`config.mk`:
```
export PLATFORM = sky130hd
export DESIGN_NAME = touch_report_decode_scale_flat
export DESIGN_NICKNAME = d
export VERILOG_FILES = /design/src/rtl/core/trds_pkg.sv /design/src/rtl/core/trds_ifs.sv /design/src/rtl/core/trds_dp.sv /design/src/rtl/core/trds_ctrl.sv /design/src/rtl/core/touch_report_decode_scale.sv /design/src/flat_wrapper.sv
export SDC_FILE = /design/constraint.sdc
export NUM_CORES = 1
export LEC_CHECK = 0
export ABC_AREA = 1
export BUFFER_PORTS_ARGS = -buffer_cell sky130_fd_sc_hd__buf_2
export CELL_PAD_IN_SITES_DETAIL_PLACEMENT = 1
export CELL_PAD_IN_SITES_GLOBAL_PLACEMENT = 1
export CORE_ASPECT_RATIO = 0.75
export CORE_MARGIN = 5
export CORE_UTILIZATION = 50
export CTS_BUF_LIST = sky130_fd_sc_hd__clkbuf_2 sky130_fd_sc_hd__clkbuf_4 sky130_fd_sc_hd__clkbuf_8
export CTS_CLUSTER_SIZE = 16
export DETAILED_ROUTE_END_ITERATION = 8
export GPL_TIMING_DRIVEN = 0
export PLACE_DENSITY_LB_ADDON = 0.1
export SLEW_MARGIN = 20
export SYNTH_ARGS = -nofsm -noshare
export SYNTH_HDL_FRONTEND = slang
export SYNTH_SLANG_ARGS = --single-unit
export TNS_END_PERCENT = 10
```
`constraint.sdc`:
```
create_clock -name i_clk -period 8.1 [get_ports i_clk]
set_input_delay 2.43 -clock i_clk [delete_from_list [all_inputs] [get_ports i_clk]]
set_output_delay 2.43 -clock i_clk [all_outputs]
set_load 0.02 [all_outputs]
```
`src/rtl/core/trds_pkg.sv`:
```
// Shared constants, types and command structures of the touch report decoder.
package trds_pkg;

    localparam int FRAME_BYTES = 5;
    localparam int POS_W       = $clog2(FRAME_BYTES);
    localparam int BYTE_W      = 8;
    localparam int LOW_BITS    = 7;
    localparam int RAW_W       = 15;
    localparam int COORD_W     = 16;
    localparam int DIFF_W      = RAW_W + 1;
    localparam int PROD_W      = DIFF_W + RAW_W;
    localparam int MAG_W       = PROD_W - 1;
    localparam int REM_W       = RAW_W + 1;
    localparam int CNT_W       = $clog2(MAG_W + 1);
    localparam int CFG_IDX_W   = 3;

    localparam logic [BYTE_W-1:0] NO_DATA_MARK = 8'h4D;
    localparam int                PEN_BIT      = 0;

    localparam logic [CFG_IDX_W-1:0] CFG_RAW_X_MIN   = 3'd0;
    localparam logic [CFG_IDX_W-1:0] CFG_RAW_X_MAX   = 3'd1;
    localparam logic [CFG_IDX_W-1:0] CFG_RAW_Y_MIN   = 3'd2;
    localparam logic [CFG_IDX_W-1:0] CFG_RAW_Y_MAX   = 3'd3;
    localparam logic [CFG_IDX_W-1:0] CFG_SCREEN_W    = 3'd4;
    localparam logic [CFG_IDX_W-1:0] CFG_SCREEN_H    = 3'd5;

    localparam logic [RAW_W-1:0] RST_RAW_X_MIN = 15'd0;
    localparam logic [RAW_W-1:0] RST_RAW_X_MAX = 15'd4095;
    localparam logic [RAW_W-1:0] RST_RAW_Y_MIN = 15'd0;
    localparam logic [RAW_W-1:0] RST_RAW_Y_MAX = 15'd4095;
    localparam logic [RAW_W-1:0] RST_SCREEN_W  = 15'd320;
    localparam logic [RAW_W-1:0] RST_SCREEN_H  = 15'd240;

    localparam logic AXIS_X = 1'b0;
    localparam logic AXIS_Y = 1'b1;

    typedef logic [RAW_W-1:0]          t_raw;
    typedef logic signed [COORD_W-1:0] t_coord;

    typedef struct packed {
        logic             store_byte;
        logic [POS_W-1:0] pos;
        logic             emit_nodata;
        logic             load_axis;
        logic             axis;
        logic             mul;
        logic             div_init;
        logic             div_step;
        logic             fin;
    } t_dp_cmd;

    typedef struct packed {
        logic header_nodata;
        logic out_busy;
    } t_dp_stat;

endpackage

```
`src/rtl/core/trds_ifs.sv`:
```
// Handshake interfaces for the report byte, result and configuration channels.
interface trds_in_if;
    logic                       valid;
    logic                       ready;
    logic [trds_pkg::BYTE_W-1:0] rx_byte;

    modport source(output valid, output rx_byte, input ready);
    modport sink(input valid, input rx_byte, output ready);
endinterface

interface trds_out_if;
    logic              valid;
    logic              ready;
    logic              no_data;
    logic              pen_down;
    trds_pkg::t_coord  screen_x;
    trds_pkg::t_coord  screen_y;
    logic              span_error;

    modport source(output valid, output no_data, output pen_down, output screen_x,
                   output screen_y, output span_error, input ready);
    modport sink(input valid, input no_data, input pen_down, input screen_x,
                 input screen_y, input span_error, output ready);
endinterface

interface trds_cfg_if;
    logic                           valid;
    logic                           ready;
    logic [trds_pkg::CFG_IDX_W-1:0] index;
    trds_pkg::t_raw                 data;

    modport source(output valid, output index, output data, input ready);
    modport sink(input valid, input index, input data, output ready);
endinterface

```
`src/rtl/core/trds_dp.sv`:
```
// Datapath: frame store, calibration registers, multiplier, divider and result register.
module trds_dp (
    input  logic               i_clk,
    input  logic               i_rst_n,
    input  trds_pkg::t_dp_cmd  i_cmd,
    output trds_pkg::t_dp_stat o_stat,
    input  logic [trds_pkg::BYTE_W-1:0] i_rx_byte,
    trds_cfg_if.sink           i_cfg,
    trds_out_if.source         o_out
);
    import trds_pkg::*;

    localparam logic [MAG_W-1:0] POS_LIMIT = MAG_W'(2 ** (COORD_W - 1) - 1);
    localparam logic [MAG_W-1:0] NEG_LIMIT = MAG_W'(2 ** (COORD_W - 1));

    t_raw r_x_min, r_x_max, r_y_min, r_y_max, r_scr_w, r_scr_h;

    logic [BYTE_W-1:0] r_frame [FRAME_BYTES];

    logic signed [DIFF_W-1:0] r_diff;
    logic signed [DIFF_W-1:0] r_span;
    t_raw                     r_size;
    logic signed [PROD_W-1:0] r_prod;
    logic [MAG_W-1:0]         r_num;
    t_raw                     r_den;
    logic [REM_W-1:0]         r_rem;
    logic                     r_neg;
    logic                     r_zero;

    logic   r_out_valid;
    logic   r_out_no_data;
    logic   r_out_pen;
    t_coord r_out_x;
    t_coord r_out_y;
    logic   r_out_err;

    t_raw                     w_raw_x, w_raw_y, w_raw, w_lo, w_hi, w_size;
    logic signed [PROD_W-1:0] w_diff_ext, w_size_ext, w_prod;
    logic [PROD_W-1:0]        w_prod_abs;
    logic [DIFF_W-1:0]        w_span_abs;
    logic [REM_W-1:0]         w_shift;
    logic                     w_ge;
    t_coord                   w_sat;

    assign i_cfg.ready = 1'b1;

    assign w_raw_x = {r_frame[2], r_frame[1][LOW_BITS-1:0]};
    assign w_raw_y = {r_frame[4], r_frame[3][LOW_BITS-1:0]};
    assign w_raw   = (i_cmd.axis == AXIS_Y) ? w_raw_y : w_raw_x;
    assign w_lo    = (i_cmd.axis == AXIS_Y) ? r_y_min : r_x_min;
    assign w_hi    = (i_cmd.axis == AXIS_Y) ? r_y_max : r_x_max;
    assign w_size  = (i_cmd.axis == AXIS_Y) ? r_scr_h : r_scr_w;

    assign w_diff_ext = {{(PROD_W - DIFF_W){r_diff[DIFF_W-1]}}, r_diff};
    assign w_size_ext = $signed({{(PROD_W - RAW_W){1'b0}}, r_size});
    assign w_prod     = w_diff_ext * w_size_ext;

    assign w_prod_abs = r_prod[PROD_W-1] ? $unsigned(-r_prod) : $unsigned(r_prod);
    assign w_span_abs = r_span[DIFF_W-1] ? $unsigned(-r_span) : $unsigned(r_span);

    // One restoring step: bring in the next numerator bit, subtract if it fits.
    assign w_shift = {r_rem[REM_W-2:0], r_num[MAG_W-1]};
    assign w_ge    = (w_shift >= {1'b0, r_den});

    // After the last step r_num holds the quotient magnitude.
    always_comb begin
        if (r_zero) begin
            w_sat = '0;
        end else if (!r_neg) begin
            w_sat = (r_num > POS_LIMIT) ? t_coord'(POS_LIMIT[COORD_W-1:0])
                                        : $signed(r_num[COORD_W-1:0]);
        end else begin
            w_sat = (r_num > NEG_LIMIT) ? t_coord'(NEG_LIMIT[COORD_W-1:0])
                                        : -$signed(r_num[COORD_W-1:0]);
        end
    end

    always_ff @(posedge i_clk) begin
        if (!i_rst_n) begin
            r_x_min     <= RST_RAW_X_MIN;
            r_x_max     <= RST_RAW_X_MAX;
            r_y_min     <= RST_RAW_Y_MIN;
            r_y_max     <= RST_RAW_Y_MAX;
            r_scr_w     <= RST_SCREEN_W;
            r_scr_h     <= RST_SCREEN_H;
            r_out_valid <= 1'b0;
        end else begin
            if (i_cfg.valid && i_cfg.ready) begin
                unique case (i_cfg.index)
                    CFG_RAW_X_MIN: r_x_min <= i_cfg.data;
                    CFG_RAW_X_MAX: r_x_max <= i_cfg.data;
                    CFG_RAW_Y_MIN: r_y_min <= i_cfg.data;
                    CFG_RAW_Y_MAX: r_y_max <= i_cfg.data;
                    CFG_SCREEN_W:  r_scr_w <= i_cfg.data;
                    CFG_SCREEN_H:  r_scr_h <= i_cfg.data;
                    default: ;
                endcase
            end
            if (i_cmd.emit_nodata || (i_cmd.fin && i_cmd.axis == AXIS_Y)) begin
                r_out_valid <= 1'b1;
            end else if (r_out_valid && o_out.ready) begin
                r_out_valid <= 1'b0;
            end
        end
    end

    always_ff @(posedge i_clk) begin
        if (i_cmd.store_byte) begin
            r_frame[i_cmd.pos] <= i_rx_byte;
        end
        if (i_cmd.load_axis) begin
            r_diff <= $signed({1'b0, w_raw}) - $signed({1'b0, w_lo});
            r_span <= $signed({1'b0, w_hi}) - $signed({1'b0, w_lo});
            r_size <= w_size;
        end
        if (i_cmd.mul) begin
            r_prod <= w_prod;
        end
        if (i_cmd.div_init) begin
            r_neg  <= r_prod[PROD_W-1] ^ r_span[DIFF_W-1];
            r_zero <= (r_span == '0);
            r_num  <= w_prod_abs[MAG_W-1:0];
            r_den  <= w_span_abs[RAW_W-1:0];
            r_rem  <= '0;
        end
        if (i_cmd.div_step) begin
            r_rem <= w_ge ? (w_shift - {1'b0, r_den}) : w_shift;
            r_num <= {r_num[MAG_W-2:0], w_ge};
        end
        if (i_cmd.emit_nodata) begin
            r_out_no_data <= 1'b1;
            r_out_pen     <= 1'b0;
            r_out_x       <= '0;
            r_out_y       <= '0;
            r_out_err     <= 1'b0;
        end
        if (i_cmd.fin) begin
            if (i_cmd.axis == AXIS_X) begin
                r_out_x   <= w_sat;
                r_out_err <= r_zero;
            end else begin
                r_out_y       <= w_sat;
                r_out_err     <= r_out_err | r_zero;
                r_out_no_data <= 1'b0;
                r_out_pen     <= r_frame[0][PEN_BIT];
            end
        end
    end

    assign o_stat.header_nodata = (r_frame[0] == NO_DATA_MARK);
    assign o_stat.out_busy      = r_out_valid;

    assign o_out.valid      = r_out_valid;
    assign o_out.no_data    = r_out_no_data;
    assign o_out.pen_down   = r_out_pen;
    assign o_out.screen_x   = r_out_x;
    assign o_out.screen_y   = r_out_y;
    assign o_out.span_error = r_out_err;

endmodule

```
`src/rtl/core/trds_ctrl.sv`:
```
// Controller: frame byte counting and sequencing of the two axis scalings.
module trds_ctrl (
    input  logic               i_clk,
    input  logic               i_rst_n,
    input  logic               i_in_valid,
    output logic               o_in_ready,
    input  trds_pkg::t_dp_stat i_stat,
    output trds_pkg::t_dp_cmd  o_cmd
);
    import trds_pkg::*;

    typedef enum logic [2:0] {
        S_COLLECT,
        S_LOAD,
        S_MUL,
        S_INIT,
        S_DIV,
        S_FIN
    } t_state;

    t_state           r_state;
    logic [POS_W-1:0] r_pos;
    logic             r_axis;
    logic [CNT_W-1:0] r_cnt;

    logic w_last;
    logic w_accept;

    assign w_last = (r_pos == POS_W'(FRAME_BYTES - 1));

    // The closing byte of a frame waits until the previous result has been taken.
    assign o_in_ready = (r_state == S_COLLECT) && !(w_last && i_stat.out_busy);
    assign w_accept   = i_in_valid && o_in_ready;

    always_comb begin
        o_cmd             = '0;
        o_cmd.store_byte  = w_accept;
        o_cmd.pos         = r_pos;
        o_cmd.emit_nodata = w_accept && w_last && i_stat.header_nodata;
        o_cmd.axis        = r_axis;
        o_cmd.load_axis   = (r_state == S_LOAD);
        o_cmd.mul         = (r_state == S_MUL);
        o_cmd.div_init    = (r_state == S_INIT);
        o_cmd.div_step    = (r_state == S_DIV);
        o_cmd.fin         = (r_state == S_FIN);
    end

    always_ff @(posedge i_clk) begin
        if (!i_rst_n) begin
            r_state <= S_COLLECT;
            r_pos   <= '0;
            r_axis  <= AXIS_X;
            r_cnt   <= '0;
        end else begin
            unique case (r_state)
                S_COLLECT: begin
                    if (w_accept) begin
                        if (w_last) begin
                            r_pos <= '0;
                            if (!i_stat.header_nodata) begin
                                r_axis  <= AXIS_X;
                                r_state <= S_LOAD;
                            end
                        end else begin
                            r_pos <= r_pos + 1'b1;
                        end
                    end
                end
                S_LOAD: r_state <= S_MUL;
                S_MUL:  r_state <= S_INIT;
                S_INIT: begin
                    r_cnt   <= '0;
                    r_state <= S_DIV;
                end
                S_DIV: begin
                    r_cnt <= r_cnt + 1'b1;
                    if (r_cnt == CNT_W'(MAG_W - 1)) begin
                        r_state <= S_FIN;
                    end
                end
                S_FIN: begin
                    if (r_axis == AXIS_X) begin
                        r_axis  <= AXIS_Y;
                        r_state <= S_LOAD;
                    end else begin
                        r_state <= S_COLLECT;
                    end
                end
                default: r_state <= S_COLLECT;
            endcase
        end
    end

endmodule

```
`src/rtl/core/touch_report_decode_scale.sv`:
```
// Bytes 1 to 4 of a frame are taken one a cycle while the decoder is collecting; a no-data frame's
// result is valid in the cycle after its fifth byte is taken. For a coordinate frame, each axis takes
// a load, a multiply, a divider set-up, 30 steps of the shared one-bit-a-step divider and a
// saturation step, and the result is valid once the Y axis has finished.
// The fifth byte is held off while an earlier result waits on the output register.
// Synchronous active-low reset restores the calibration defaults and waits for a header byte.
module touch_report_decode_scale (
    input  logic       i_clk,
    input  logic       i_rst_n,
    trds_in_if.sink    i_in,
    trds_out_if.source o_out,
    trds_cfg_if.sink   i_cfg
);
    import trds_pkg::*;

    t_dp_cmd  w_cmd;
    t_dp_stat w_stat;
    logic     w_in_ready;

    assign i_in.ready = w_in_ready;

    trds_ctrl u_ctrl (
        .i_clk      (i_clk),
        .i_rst_n    (i_rst_n),
        .i_in_valid (i_in.valid),
        .o_in_ready (w_in_ready),
        .i_stat     (w_stat),
        .o_cmd      (w_cmd)
    );

    trds_dp u_dp (
        .i_clk     (i_clk),
        .i_rst_n   (i_rst_n),
        .i_cmd     (w_cmd),
        .o_stat    (w_stat),
        .i_rx_byte (i_in.rx_byte),
        .i_cfg     (i_cfg),
        .o_out     (o_out)
    );

endmodule

```
`src/flat_wrapper.sv`:
```
// flat-port wrapper written by rule: the top's interface ports become plain ports
module touch_report_decode_scale_flat import trds_pkg::*;
  (i_clk, i_rst_n, i_in_valid, i_in_rx_byte, i_in_ready, o_out_valid, o_out_no_data, o_out_pen_down, o_out_screen_x, o_out_screen_y, o_out_span_error, o_out_ready, i_cfg_valid, i_cfg_index, i_cfg_data, i_cfg_ready);
  trds_in_if i_in_i ();
  trds_out_if o_out_i ();
  trds_cfg_if i_cfg_i ();
  input  logic i_clk;
  input  logic i_rst_n;
  input wire logic [$bits(i_in_i.valid)-1:0] i_in_valid;
  input wire logic [$bits(i_in_i.rx_byte)-1:0] i_in_rx_byte;
  output wire logic [$bits(i_in_i.ready)-1:0] i_in_ready;
  output wire logic [$bits(o_out_i.valid)-1:0] o_out_valid;
  output wire logic [$bits(o_out_i.no_data)-1:0] o_out_no_data;
  output wire logic [$bits(o_out_i.pen_down)-1:0] o_out_pen_down;
  output wire logic [$bits(o_out_i.screen_x)-1:0] o_out_screen_x;
  output wire logic [$bits(o_out_i.screen_y)-1:0] o_out_screen_y;
  output wire logic [$bits(o_out_i.span_error)-1:0] o_out_span_error;
  input wire logic [$bits(o_out_i.ready)-1:0] o_out_ready;
  input wire logic [$bits(i_cfg_i.valid)-1:0] i_cfg_valid;
  input wire logic [$bits(i_cfg_i.index)-1:0] i_cfg_index;
  input wire logic [$bits(i_cfg_i.data)-1:0] i_cfg_data;
  output wire logic [$bits(i_cfg_i.ready)-1:0] i_cfg_ready;
  assign i_in_i.valid = i_in_valid;
  assign i_in_i.rx_byte = i_in_rx_byte;
  assign i_in_ready = i_in_i.ready;
  assign o_out_valid = o_out_i.valid;
  assign o_out_no_data = o_out_i.no_data;
  assign o_out_pen_down = o_out_i.pen_down;
  assign o_out_screen_x = o_out_i.screen_x;
  assign o_out_screen_y = o_out_i.screen_y;
  assign o_out_span_error = o_out_i.span_error;
  assign o_out_i.ready = o_out_ready;
  assign i_cfg_i.valid = i_cfg_valid;
  assign i_cfg_i.index = i_cfg_index;
  assign i_cfg_i.data = i_cfg_data;
  assign i_cfg_ready = i_cfg_i.ready;
  touch_report_decode_scale u_core (.i_clk(i_clk), .i_rst_n(i_rst_n), .i_in(i_in_i), .o_out(o_out_i), .i_cfg(i_cfg_i));
endmodule
```
# ---- After elaboration in Yosys (flattened, before gate mapping)
# Memory sizes are Yosys's and may differ from the RTL's.
# Cells that the tools add are included.
# Widths: inputs -> output; s select.
dict set report totals {
  register_bits 278
  ram_bits 40
  input_bits 31
  output_inout_bits 38
  elab_cells 128
  memories 1
}
dict set report classes {
  n_addsub 8
  mul 1
  n_lt_le_gt_ge 3
  eq_ne 17
  muxes 46
  bitwise 2
  n_reduce_logical 25
}
# name depth width read_ports rd_ports_with_merged_regs write_ports line
set mem_list {}
lappend mem_list {u_core.u_dp.r_frame 5 8 5 0 1 trds_dp.sv:18} ;# logic [BYTE_W-1:0] r_frame [FRAME_BYTES];
# op n
set op_table {}
lappend op_table {{$mux 16} 10}
lappend op_table {{$mux 15} 8}
lappend op_table {{$mux 30} 3}
lappend op_table {{$sub 15x15->16} 2}
lappend op_table {{$mul 16x16->31} 1}
lappend op_table {{$gt 30x15->1 const B} 1}
lappend op_table {{$gt 30x16->1 const B} 1}
lappend op_table {{$neg 30->30} 1}
lappend op_table {{$pmux 3 s6} 1}
lappend op_table {{$mux 1} 17}
lappend op_table {{$ge 16x15->1} 1}
lappend op_table {{$logic_not 16->1} 1}
lappend op_table {{$neg 16->16} 1}
lappend op_table {{$eq 3x3->1 const B} 5}
lappend op_table {{$mux 3} 5}
lappend op_table {{$neg 15->15} 1}
lappend op_table {{$sub 15x15->15} 1}
lappend op_table {{$reduce_and 2->1} 7}
lappend op_table {{$eq 3x2->1 const B} 4}
lappend op_table {{$pmux 5 s2} 1}
lappend op_table {{$eq 8x7->1 const B} 1}
lappend op_table {{$reduce_and 4->1} 2}
lappend op_table {{$reduce_bool 2->1} 4}
lappend op_table {{$logic_and 1x1->1} 7}
lappend op_table {{other kinds (12)} 16}

# ---- Longest topological paths before layout
# Gate-level depths: netlist (run 1).
dict set report logic_depth {
  word_depth 10
  ltp_mapped 29
}

# ---- Cells and area by module
# Synthesis (run 1) repeated with hierarchy kept, for this count alone.
dict set report hier_totals {
  hier_cells 3352
  hier_area_um2 26375.3
}
# mod n_inst cells_each area_per_inst_um2 seq_area_each_um2
set modules_own_cells {}
lappend modules_own_cells {trds_dp 1 3255 25683.4 7877.6}
lappend modules_own_cells {trds_ctrl 1 97 691.9 240.2}

# ---- Least setup slack after synthesis (run 1)
# No wires, ideal clock.
dict set report synth_timing {
  path_kind {flip-flop to flip-flop}
  startpoint {register u_core.u_dp.r_diff[15]}
  endpoint {register u_core.u_dp.r_prod[27] (data pin)}
  setup_ns 0.253
  t_arrival_ns 5.523
  path_slack_ns 2.325
  stages_incl_launch_ff 21
  n_path_buf 2
  period_less_slack_ns 5.775
  cell_sequence {edfxtp_1 > clkbuf_2 > clkbuf_1 > nand2_1 > inv_1 > fa_1 > inv_1 > fa_1 > inv_1 > fa_1 > fa_1 > fa_1 > inv_1 > fa_1 > inv_1 > ha_1 > nand2_1 > nor4_1 > nand3_1 > nand4_1 > nand2_1}
}
dict set report synth_via {
  elab_chain_cells 1
}
# item line
set synth_rtl {}
lappend synth_rtl {{start: declaration} trds_dp.sv:20} ;# logic signed [DIFF_W-1:0] r_diff;
lappend synth_rtl {{start signal: assignment} trds_dp.sv:112} ;# r_diff <= $signed({1'b0, w_raw}) - $signed({1'b0, w_lo});
lappend synth_rtl {{$mul 16x16->31} trds_dp.sv:56} ;# assign w_prod = w_diff_ext * w_size_ext;
lappend synth_rtl {{via u_core.u_dp.w_prod[27]} trds_dp.sv:38} ;# logic signed [PROD_W-1:0] w_diff_ext, w_size_ext, w_prod;
lappend synth_rtl {{end signal: assignment} trds_dp.sv:117} ;# r_prod <= w_prod;
lappend synth_rtl {{end: declaration} trds_dp.sv:23} ;# logic signed [PROD_W-1:0] r_prod;
# The timed path passes the listed nets, and every way through them passes these cells.
# A chain may end at the register's enable or synchronous reset.

# ---- Final worst setup path (run 1)
dict set report layout_timing {
  startpoint {register u_core.u_dp.r_size[4]}
  endpoint {register u_core.u_dp.r_prod[27] (data pin)}
}
dict set report layout_via {
  elab_chain_cells 1
}
# item line
set layout_rtl {}
lappend layout_rtl {{start: declaration} trds_dp.sv:22} ;# t_raw r_size;
lappend layout_rtl {{start signal: assignment} trds_dp.sv:114} ;# r_size <= w_size;
lappend layout_rtl {{$mul 16x16->31} trds_dp.sv:56}
lappend layout_rtl {{via u_core.u_dp.w_prod[27]} trds_dp.sv:38}
# The timed path passes the listed nets, and every way through them passes these cells.

==> impl_metrics.env, run 1 <==
export IMPL_maximum_fanout_along_the_worst_path=10
export IMPL_worstSkewPairLatency_ns=0.64
export IMPL_buffer_ports_inserted=66
export IMPL_r2r_cells=21
export IMPL_maximum_number_of_pins_on_one_net_before_global_route_repair=49
export IMPL_crit_path_max_cell_delay_ns=0.60
export IMPL_grt_first_pass_wirelength_mm=130
export IMPL_grt_setup_unrepaired="no"
export IMPL_cts_hold_repair_buffers=0
export IMPL_power_density_nw_per_um2=167
export IMPL_yosysSeqAreaShare_pct=31.0
export IMPL_run_status="finished clean"
export IMPL_postCtsSetupRepairBufs=0
export IMPL_vdd_drop_max_mv=0.106
export IMPL_via_count=22500
export IMPL_ios=69
export IMPL_antenna_found_initial=3
export IMPL_initial_core_util_pct=50.7
export IMPL_synth_warning_count=0
export IMPL_rows=72
export IMPL_drt_first_iter_violations=1370
export IMPL_critPathLaunchType="register"
export IMPL_maxClockFrequency_mhz=143
export IMPL_post_synth_instance_area_um2=26200
export IMPL_hold_path_startpoint="u_core.u_dp.o_out.no_data$_DFF_P_"
export IMPL_critical_path_top_cell_by_count="sky130_fd_sc_hd__fa_1"
export IMPL_timing_worst_setup_path_type="reg -> reg"
export IMPL_ant_nets=0
export IMPL_crit_slowest_cell="sky130_fd_sc_hd__clkbuf_1"
export IMPL_worst_setup_path_end_kind="register"
export IMPL_cts_repair_resized=0
export IMPL_postSynthRegisterBits=316
export IMPL_max_cap_viol_count=0
export IMPL_nets=3871
export IMPL_worst_r2r_setup_slack_ns=1.10
export IMPL_cts_buffer_depth=3
export IMPL_leakagePower_nw=14.3
export IMPL_finClkSkew_ns=0.0506
export IMPL_crit_reg2reg_launch="u_core.u_dp.r_size[4]$_DFFE_PP_"
export IMPL_floorplan_core_area_um2=51700
export IMPL_route_detailed_wl_per_inst_um=19.4
export IMPL_final_cells=4211
export IMPL_endpoints_failing_hold=0
export IMPL_tritoncts_buffers=51
export IMPL_die_width_um=274
export IMPL_die_height_um=208
export IMPL_synth_flop_cell="sky130_fd_sc_hd__edfxtp_1"
export IMPL_routabilityCongestion=0.936
export IMPL_synthCells=3342
export IMPL_drv_slew=0
export IMPL_yosys_top_cells_area="sky130_fd_sc_hd__edfxtp_1 (21%), sky130_fd_sc_hd__fa_1 (19%), sky130_fd_sc_hd__nand2_1 (13%)"
export IMPL_fin_setup_tns_ns=0
export IMPL_groute_layer_met1_usage_pct=39.1
export IMPL_fp_dieArea_um2=57100
export IMPL_hold_path_cell_count=2
export IMPL_postSynth_asyncResetShare_pct=0
export IMPL_mostFrequentLayoutCells="sky130_fd_sc_hd__nand2_1 (916), sky130_fd_sc_hd__inv_1 (628), sky130_fd_sc_hd__nor2_1 (320), sky130_fd_sc_hd__fa_1 (244), sky130_fd_sc_hd__nand3_1 (208)"
export IMPL_growth_of_design_area_from_synthesis_to_finish_pct=9.14
export IMPL_post_synth_num_cell_types=52
export IMPL_finalWirelength_mm=81.8
export IMPL_number_of_enable_flip_flop_cells_after_synthesis=179
export IMPL_critical_path_reg2reg_endpoint="u_core.u_dp.r_prod[27]$_DFFE_PP_"
export IMPL_min_to="u_core.u_dp.o_out.no_data$_DFF_P_"
export IMPL_cp_cell_sequence="clkbuf_1, clkbuf_1, nand2_1, inv_1, fa_1, inv_1, fa_1, inv_1, fa_1, fa_1, fa_1, inv_1, fa_1, inv_1, ha_1, a21oi_1, o21ai_0, a21oi_1, nand3_1, nand2_1, nand2_1"
export IMPL_min_period_over_period_pct=86.5
export IMPL_mean_number_of_vias_per_cell=5.34
export IMPL_detail_route_drc_violations=0
export IMPL_synthDominantCellAreaShare_pct=20.5
export IMPL_clockRootBuffer="sky130_fd_sc_hd__clkbuf_8"
export IMPL_critPathTopFamily="adder cells"
export IMPL_worst_endpoint_arrival_ns=7.33
export IMPL_post_route_cells_drive_above_1_share_pct=6.76
export IMPL_worstPathBufferInverterCount=7
export IMPL_holdCritPathClass="reg -> reg"
export IMPL_final_common_cell="sky130_fd_sc_hd__nand2_1"
export IMPL_cts_tree="yes"
export IMPL_fin_crit_ns=7.00
export IMPL_gr_usage_met3_pct=5.33
export IMPL_timing_critical_path_required_ns=8.43
export IMPL_synth_largest_area_cell="sky130_fd_sc_hd__edfxtp_1"
export IMPL_post_synth_cell_area_avg_um2=7.84
export IMPL_tightest_slew_ns=1.04
export IMPL_global_route_usage_total_pct=28.8
export IMPL_grt_util_met2_pct=48.0
export IMPL_busiest_layer="met2"
export IMPL_cts_reportedPaths_clkPinSlew_ns=0.06
export IMPL_grt_pass1_vias=24200
export IMPL_gr_total_overflow=0
export IMPL_first_pass_drt_iterations=7
export IMPL_timing_final_setup_violations=0
export IMPL_place_hpwl_mm=67.0
export IMPL_htree_num_levels=2
export IMPL_numClockSinks=316
export IMPL_slew_limit_headroom_pct=30.2
export IMPL_synth_net_count=3748
export IMPL_dpl_cells=4115
-- how the worst max path moves through the flow --
| stage | startpoint | end | depth (start not counted) |
|---|---|---|---|
| CTS | u_core.u_dp.r_diff[15]$_DFFE_PP_ | u_core.u_dp.r_prod[27]$_DFFE_PP_ | 21 |
| global route | u_core.u_dp.r_size[4]$_DFFE_PP_ | u_core.u_dp.r_prod[30]$_DFFE_PP_ | 24 |
| detailed placement | u_core.u_dp.r_diff[15]$_DFFE_PP_ | u_core.u_dp.r_prod[27]$_DFFE_PP_ | 21 |
| finish | u_core.u_dp.r_size[4]$_DFFE_PP_ | u_core.u_dp.r_prod[27]$_DFFE_PP_ | 21 |
| floorplan | u_core.u_dp.r_diff[15]$_DFFE_PP_ | u_core.u_dp.r_prod[27]$_DFFE_PP_ | 20 |
| global placement | u_core.u_dp.r_size[4]$_DFFE_PP_ | u_core.u_dp.r_prod[30]$_DFFE_PP_ | 24 |
-- cells by family (layout without fill, tap and decap cells) --
kind of cell | count (synthesis) | count (layout) | synth area share (%)
compound gates | 272 | 272 | 5.73
xor+xnor | 77 | 77 | 2.57
fa+ha+maj | 375 | 375 | 24.9
buf+inv | 747 | 910 | 11.0
flops | 316 | 316 | 31.0
mux | 15 | 15 | 0.573
other cells | 1 | 4 | 0.0143
simple gates | 1539 | 1539 | 24.2
-- power by group --
group / switching [mW] / internal, mW / leakage (nW)
logic: 0.987 / 0.469 / 11.0
registers: 0.0193 / 1.77 / 2.74
clock network: 0.678 / 0.836 / 0.577
total: 1.68 / 3.08 / 14.3
-- worst reg2reg max path, cell delays in order, from the launching register on --
cell,delay [ns]
sky130_fd_sc_hd__edfxtp_1,0.32
sky130_fd_sc_hd__clkbuf_1,0.30
sky130_fd_sc_hd__clkbuf_1,0.60
sky130_fd_sc_hd__nand2_1,0.12
sky130_fd_sc_hd__inv_1,0.18
sky130_fd_sc_hd__fa_1,0.51
sky130_fd_sc_hd__inv_1,0.11
sky130_fd_sc_hd__fa_1,0.46
sky130_fd_sc_hd__inv_1,0.44
sky130_fd_sc_hd__fa_1,0.54
sky130_fd_sc_hd__fa_1,0.49
sky130_fd_sc_hd__fa_1,0.54
sky130_fd_sc_hd__inv_1,0.05
sky130_fd_sc_hd__fa_1,0.54
sky130_fd_sc_hd__inv_1,0.05
sky130_fd_sc_hd__ha_1,0.38
sky130_fd_sc_hd__a21oi_1,0.34
sky130_fd_sc_hd__o21ai_0,0.23
sky130_fd_sc_hd__a21oi_1,0.23
sky130_fd_sc_hd__nand3_1,0.11
sky130_fd_sc_hd__nand2_1,0.08
sky130_fd_sc_hd__nand2_1,0.08
-- Yosys cell counts (3+ instances only) --
library cell                 n
sky130_fd_sc_hd__nand2_1   917
sky130_fd_sc_hd__xnor2_1    26
sky130_fd_sc_hd__fa_1      244
sky130_fd_sc_hd__nor2_1    321
sky130_fd_sc_hd__nor2_2      6
sky130_fd_sc_hd__a21oi_1    93
sky130_fd_sc_hd__inv_1     628
sky130_fd_sc_hd__inv_2       6
sky130_fd_sc_hd__o21bai_1    7
sky130_fd_sc_hd__nand3b_1    8
sky130_fd_sc_hd__a31oi_1     7
sky130_fd_sc_hd__edfxtp_1  179
sky130_fd_sc_hd__a21oi_2     4
sky130_fd_sc_hd__nor2_4      4
sky130_fd_sc_hd__buf_2      18
sky130_fd_sc_hd__dfxtp_1   137
sky130_fd_sc_hd__o21a_1      6
sky130_fd_sc_hd__buf_4       3
sky130_fd_sc_hd__or2_2       6
sky130_fd_sc_hd__clkbuf_1   80
sky130_fd_sc_hd__buf_6       7
sky130_fd_sc_hd__nor3_1     19
sky130_fd_sc_hd__o21ai_0   134
sky130_fd_sc_hd__nand4_1    29
sky130_fd_sc_hd__o211ai_1    4
sky130_fd_sc_hd__xor2_1     51
sky130_fd_sc_hd__nand3_2     5
sky130_fd_sc_hd__nand2_2     6
sky130_fd_sc_hd__ha_1      131
sky130_fd_sc_hd__mux2i_1    15
sky130_fd_sc_hd__nand3_1   208
sky130_fd_sc_hd__a21o_1      5
-- sequential cells by signal (all words and copies together) (netlist names), 16 cells and up --
name / count
u_core.u_dp.r_diff: 16
u_core.u_dp.r_prod: 31
u_core.u_dp.o_out.screen_x: 16
u_core.u_dp.o_out.screen_y: 16
u_core.u_dp.r_span: 16
u_core.u_dp.r_frame: 38
u_core.u_dp.r_num: 30
-- layout make-up --
type	instances	area [µm²]
multi-input combinational	2279	15200
clock inverter	21	214
clock buffer	72	885
fill	6552	23100
antenna	3	7.51
inverter	636	2390
buffer	111	504
timing repair buffer	70	373
tap	703	880
sequential	316	8120
-- routing by layer --
| metal | wire, µm | share of wire (%) |
|---|---|---|
| met1 | 36300 | 44 |
| met2 | 38500 | 47 |
| met3 | 5110 | 6.2 |
| met4 | 1940 | 2.4 |
| met5 | 0 | 0 |
-- metrics by stage --
| step | power, mW | cell area, µm² | hold slack [ns] | utilization (%) | setup slack [ns] |
|---|---|---|---|---|---|
| 2_1_floorplan | 2.78 | 26200 | 0.421 | - | 2.32 |
| 4_1_cts | 4.77 | 28600 | 0.458 | 55.3 | 1.15 |
| 5_1_grt | 5.05 | 28600 | 0.481 | 55.3 | 0.696 |
| 3_3_place_gp | 3.19 | 27400 | 0.438 | 53.0 | 1.43 |
| 6_report | 4.76 | 28600 | 0.455 | 55.3 | 1.10 |
| 3_5_place_dp | 3.26 | 27500 | 0.444 | 53.1 | 1.21 |
(Power assumes the default switching activity.)
==> inputs of run 2 (changes only) <==
Settings changed: CTS_BUF_LIST sky130_fd_sc_hd__clkbuf_2 sky130_fd_sc_hd__clkbuf_4 sky130_fd_sc_hd__clkbuf_8 to sky130_fd_sc_hd__clkbuf_8, SLEW_MARGIN 20 to 40, SYNTH_HIERARCHICAL set to 1.
==> impl_metrics.env, run 2 <==
export IMPL_maximum_fanout_along_the_worst_path=10
export IMPL_multi_input_area_um2=15200
export IMPL_routabilityCongestion=0.927
export IMPL_register_cell_area_after_layout_um2=8120
export IMPL_timing_worst_setup_path_type="reg -> reg"
export IMPL_cts_buffer_depth=3
export IMPL_postSynthRegisterBits=316
export IMPL_final_common_cell="sky130_fd_sc_hd__nand2_1"
export IMPL_die_width_um=275
export IMPL_synth_largest_area_cell="sky130_fd_sc_hd__edfxtp_1"
export IMPL_top_register="u_core/u_dp/r_frame"
export IMPL_maxClockFrequency_mhz=146
export IMPL_post_route_cells_drive_above_1_share_pct=7.07
export IMPL_timing_critical_path_to="u_core/u_dp/r_prod[30]$_DFFE_PP_"
export IMPL_floorplan_core_area_um2=51900
export IMPL_number_of_enable_flip_flop_cells_after_synthesis=179
export IMPL_worst_r2r_setup_slack_ns=1.25
export IMPL_nets=3888
export IMPL_worst_hold_slack_ns=0.447
export IMPL_ant_nets=0
export IMPL_fp_dieArea_um2=57500
export IMPL_timing_final_setup_violations=0
export IMPL_numClockSinks=316
export IMPL_postSynth_asyncResetShare_pct=0
export IMPL_rows=72
export IMPL_grt_setup_unrepaired="no"
export IMPL_synthCells=3352
export IMPL_drt_first_iter_violations=1513
export IMPL_postCtsSetupRepairBufs=0
export IMPL_yosysSeqAreaShare_pct=30.8
export IMPL_clockRootBuffer="sky130_fd_sc_hd__clkbuf_8"
export IMPL_critical_path_reg2reg_endpoint="u_core/u_dp/r_prod[30]$_DFFE_PP_"
export IMPL_yosys_top_cells_area="sky130_fd_sc_hd__edfxtp_1 (20%), sky130_fd_sc_hd__fa_1 (19%), sky130_fd_sc_hd__nand2_1 (12%)"
export IMPL_die_height_um=209
export IMPL_cts_hold_repair_buffers=0
export IMPL_max_cap_viol_count=0
export IMPL_grt_pass1_vias=24500
export IMPL_grt_first_pass_wirelength_mm=134
export IMPL_endpoints_failing_hold=0
export IMPL_r2r_cells=24
export IMPL_worst_endpoint_arrival_ns=7.19
export IMPL_fin_crit_ns=6.85
export IMPL_synthDominantCellAreaShare_pct=20.4
export IMPL_cts_reportedPaths_clkPinSlew_ns=0.06
export IMPL_post_synth_cell_area_avg_um2=7.87
export IMPL_synth_warning_count=6
export IMPL_buffer_ports_inserted=67
export IMPL_mean_number_of_vias_per_cell=5.37
export IMPL_tritoncts_buffers=51
export IMPL_final_critical_path_setup_slack_ns=1.25
export IMPL_antennaDiodeCount=0
export IMPL_tightest_slew_ns=0.854
export IMPL_finalWirelength_mm=83.6
export IMPL_gr_total_overflow=0
export IMPL_mostFrequentLayoutCells="sky130_fd_sc_hd__nand2_1 (845), sky130_fd_sc_hd__inv_1 (695), sky130_fd_sc_hd__nor2_1 (304), sky130_fd_sc_hd__fa_1 (244), sky130_fd_sc_hd__edfxtp_1 (179)"
export IMPL_post_synth_num_cell_types=54
export IMPL_crit_reg2reg_launch="u_core/u_dp/r_size[12]$_DFFE_PP_"
export IMPL_synth_most_common_cell="sky130_fd_sc_hd__nand2_1"
export IMPL_most_used_standard_cells_in_the_synthesized_netlist="sky130_fd_sc_hd__nand2_1 (845), sky130_fd_sc_hd__inv_1 (673), sky130_fd_sc_hd__nor2_1 (306)"
export IMPL_global_route_usage_total_pct=29.4
export IMPL_maximum_number_of_pins_on_one_net_before_global_route_repair=46
export IMPL_first_pass_drt_iterations=5
export IMPL_min_period_over_period_pct=84.6
export IMPL_cp_startpoint="u_core/u_dp/r_size[12]$_DFFE_PP_"
export IMPL_largest_reg_flops=38
export IMPL_slew_limit_headroom_pct=42.4
export IMPL_fin_setup_tns_ns=0
export IMPL_growth_of_design_area_from_synthesis_to_finish_pct=8.62
export IMPL_timing_critical_path_required_ns=8.43
export IMPL_critPathLaunchType="register"
export IMPL_antenna_found_initial=0
export IMPL_htree_num_levels=2
export IMPL_run_status="finished clean"
export IMPL_num_fill_cells=6594
export IMPL_holdCritPathClass="reg -> reg"
export IMPL_top_regs="u_core/u_dp/r_frame x38, u_core/u_dp/r_prod x31, u_core/u_dp/r_num x30"
export IMPL_synth_flop_cell="sky130_fd_sc_hd__edfxtp_1"
export IMPL_ios=69
export IMPL_worst_setup_path_end_kind="register"
export IMPL_finClkSkew_ns=0.0388
export IMPL_cts_repair_resized=0
export IMPL_drv_slew=0
export IMPL_place_hpwl_mm=68.9
export IMPL_route_detailed_wl_per_inst_um=19.8
export IMPL_detail_route_drc_violations=0
export IMPL_cts_tree="yes"
export IMPL_via_count=22700
export IMPL_initial_core_util_pct=50.8
export IMPL_worstSkewPairLatency_ns=0.64
export IMPL_pre_cts_ws_ns=1.32
export IMPL_synth_net_count=3758
export IMPL_post_synth_instance_area_um2=26400
-- run 2: cell type report --
| type | instances | share of cell area, % |
|---|---|---|
| Buffer | 108 | 1.73 |
| Clock buffer | 57 | 2.74 |
| Clock inverter | 37 | 0.638 |
| Inverter | 682 | 8.94 |
| Multi-Input combinational cell | 2246 | 53.2 |
| Sequential cell | 316 | 28.3 |
| Tap cell | 703 | 3.07 |
| Timing Repair Buffer | 77 | 1.37 |
-- run 2: metrics by stage --
step	instances	util, %	area (µm²)
after floorplan	3352	-	26400
after global placement	4122	53.2	27600
after detailed placement	4132	53.3	27700
after CTS	4226	55.2	28600
after global routing	4226	55.2	28600
final	4226	55.2	28600
-- run 2: logic make-up (layout without fill, tap and decap cells) --
family	Yosys count	count (layout)	synth area share [%]
compound gates	329	329	6.78
buf+inv	790	961	11.6
simple gates	1440	1440	22.6
xor+xnor	73	73	2.42
flops	316	316	30.8
fa+ha+maj	375	375	24.7
mux	28	28	1.12
other cells	1	1	0.0142
-- run 2: worst min path at each step --
stage / start / end / slack (ns) / cells after the start
floorplan: u_core/u_dp/r_x_max[1]$_SDFFE_PN1P_ / u_core/u_dp/r_x_max[1]$_SDFFE_PN1P_ / 0.42 / 2
global placement: u_core/u_dp/o_out.screen_x[13]$_DFF_P_ / u_core/u_dp/o_out.screen_x[13]$_DFF_P_ / 0.43 / 2
detailed placement: u_core/u_dp/o_out.screen_x[11]$_DFF_P_ / u_core/u_dp/o_out.screen_x[11]$_DFF_P_ / 0.44 / 2
CTS: u_core/u_dp/o_out.screen_x[11]$_DFF_P_ / u_core/u_dp/o_out.screen_x[11]$_DFF_P_ / 0.45 / 2
global route: u_core/u_dp/o_out.screen_y[13]$_DFF_P_ / u_core/u_dp/o_out.screen_y[13]$_DFF_P_ / 0.47 / 2
finish: u_core/u_dp/o_out.screen_x[11]$_DFF_P_ / u_core/u_dp/o_out.screen_x[11]$_DFF_P_ / 0.45 / 2
-- run 2: worst max-delay path: stages, from the launching register on --
cell	delay, ns
sky130_fd_sc_hd__edfxtp_1	0.32
sky130_fd_sc_hd__clkbuf_1	0.35
sky130_fd_sc_hd__clkbuf_1	0.50
sky130_fd_sc_hd__nand2_1	0.16
sky130_fd_sc_hd__fa_1	0.73
sky130_fd_sc_hd__inv_1	0.19
sky130_fd_sc_hd__fa_1	0.56
sky130_fd_sc_hd__inv_1	0.06
sky130_fd_sc_hd__fa_1	0.53
sky130_fd_sc_hd__inv_1	0.06
sky130_fd_sc_hd__fa_1	0.51
sky130_fd_sc_hd__fa_1	0.56
sky130_fd_sc_hd__inv_1	0.06
sky130_fd_sc_hd__fa_1	0.55
sky130_fd_sc_hd__inv_1	0.05
sky130_fd_sc_hd__ha_1	0.43
sky130_fd_sc_hd__nand2_1	0.14
sky130_fd_sc_hd__nor2_1	0.18
sky130_fd_sc_hd__nand2_1	0.09
sky130_fd_sc_hd__nor3_1	0.14
sky130_fd_sc_hd__nand2_1	0.11
sky130_fd_sc_hd__inv_1	0.08
sky130_fd_sc_hd__nor2_1	0.04
sky130_fd_sc_hd__nand2_1	0.06
sky130_fd_sc_hd__nand2_1	0.12
-- run 2: per-layer routing --
layer	up-vias	global-route usage (%)	share of wire (%)
li1	10600	-	-
met1	11400	41.5	45
met2	631	47.7	47
met3	113	5.07	6.0
met4	0	6.90	2.2
met5	-	0	0
Power of run 2 is not shown: default switching activity piles up to over one toggle a cycle in this logic, so the estimate is an artifact.
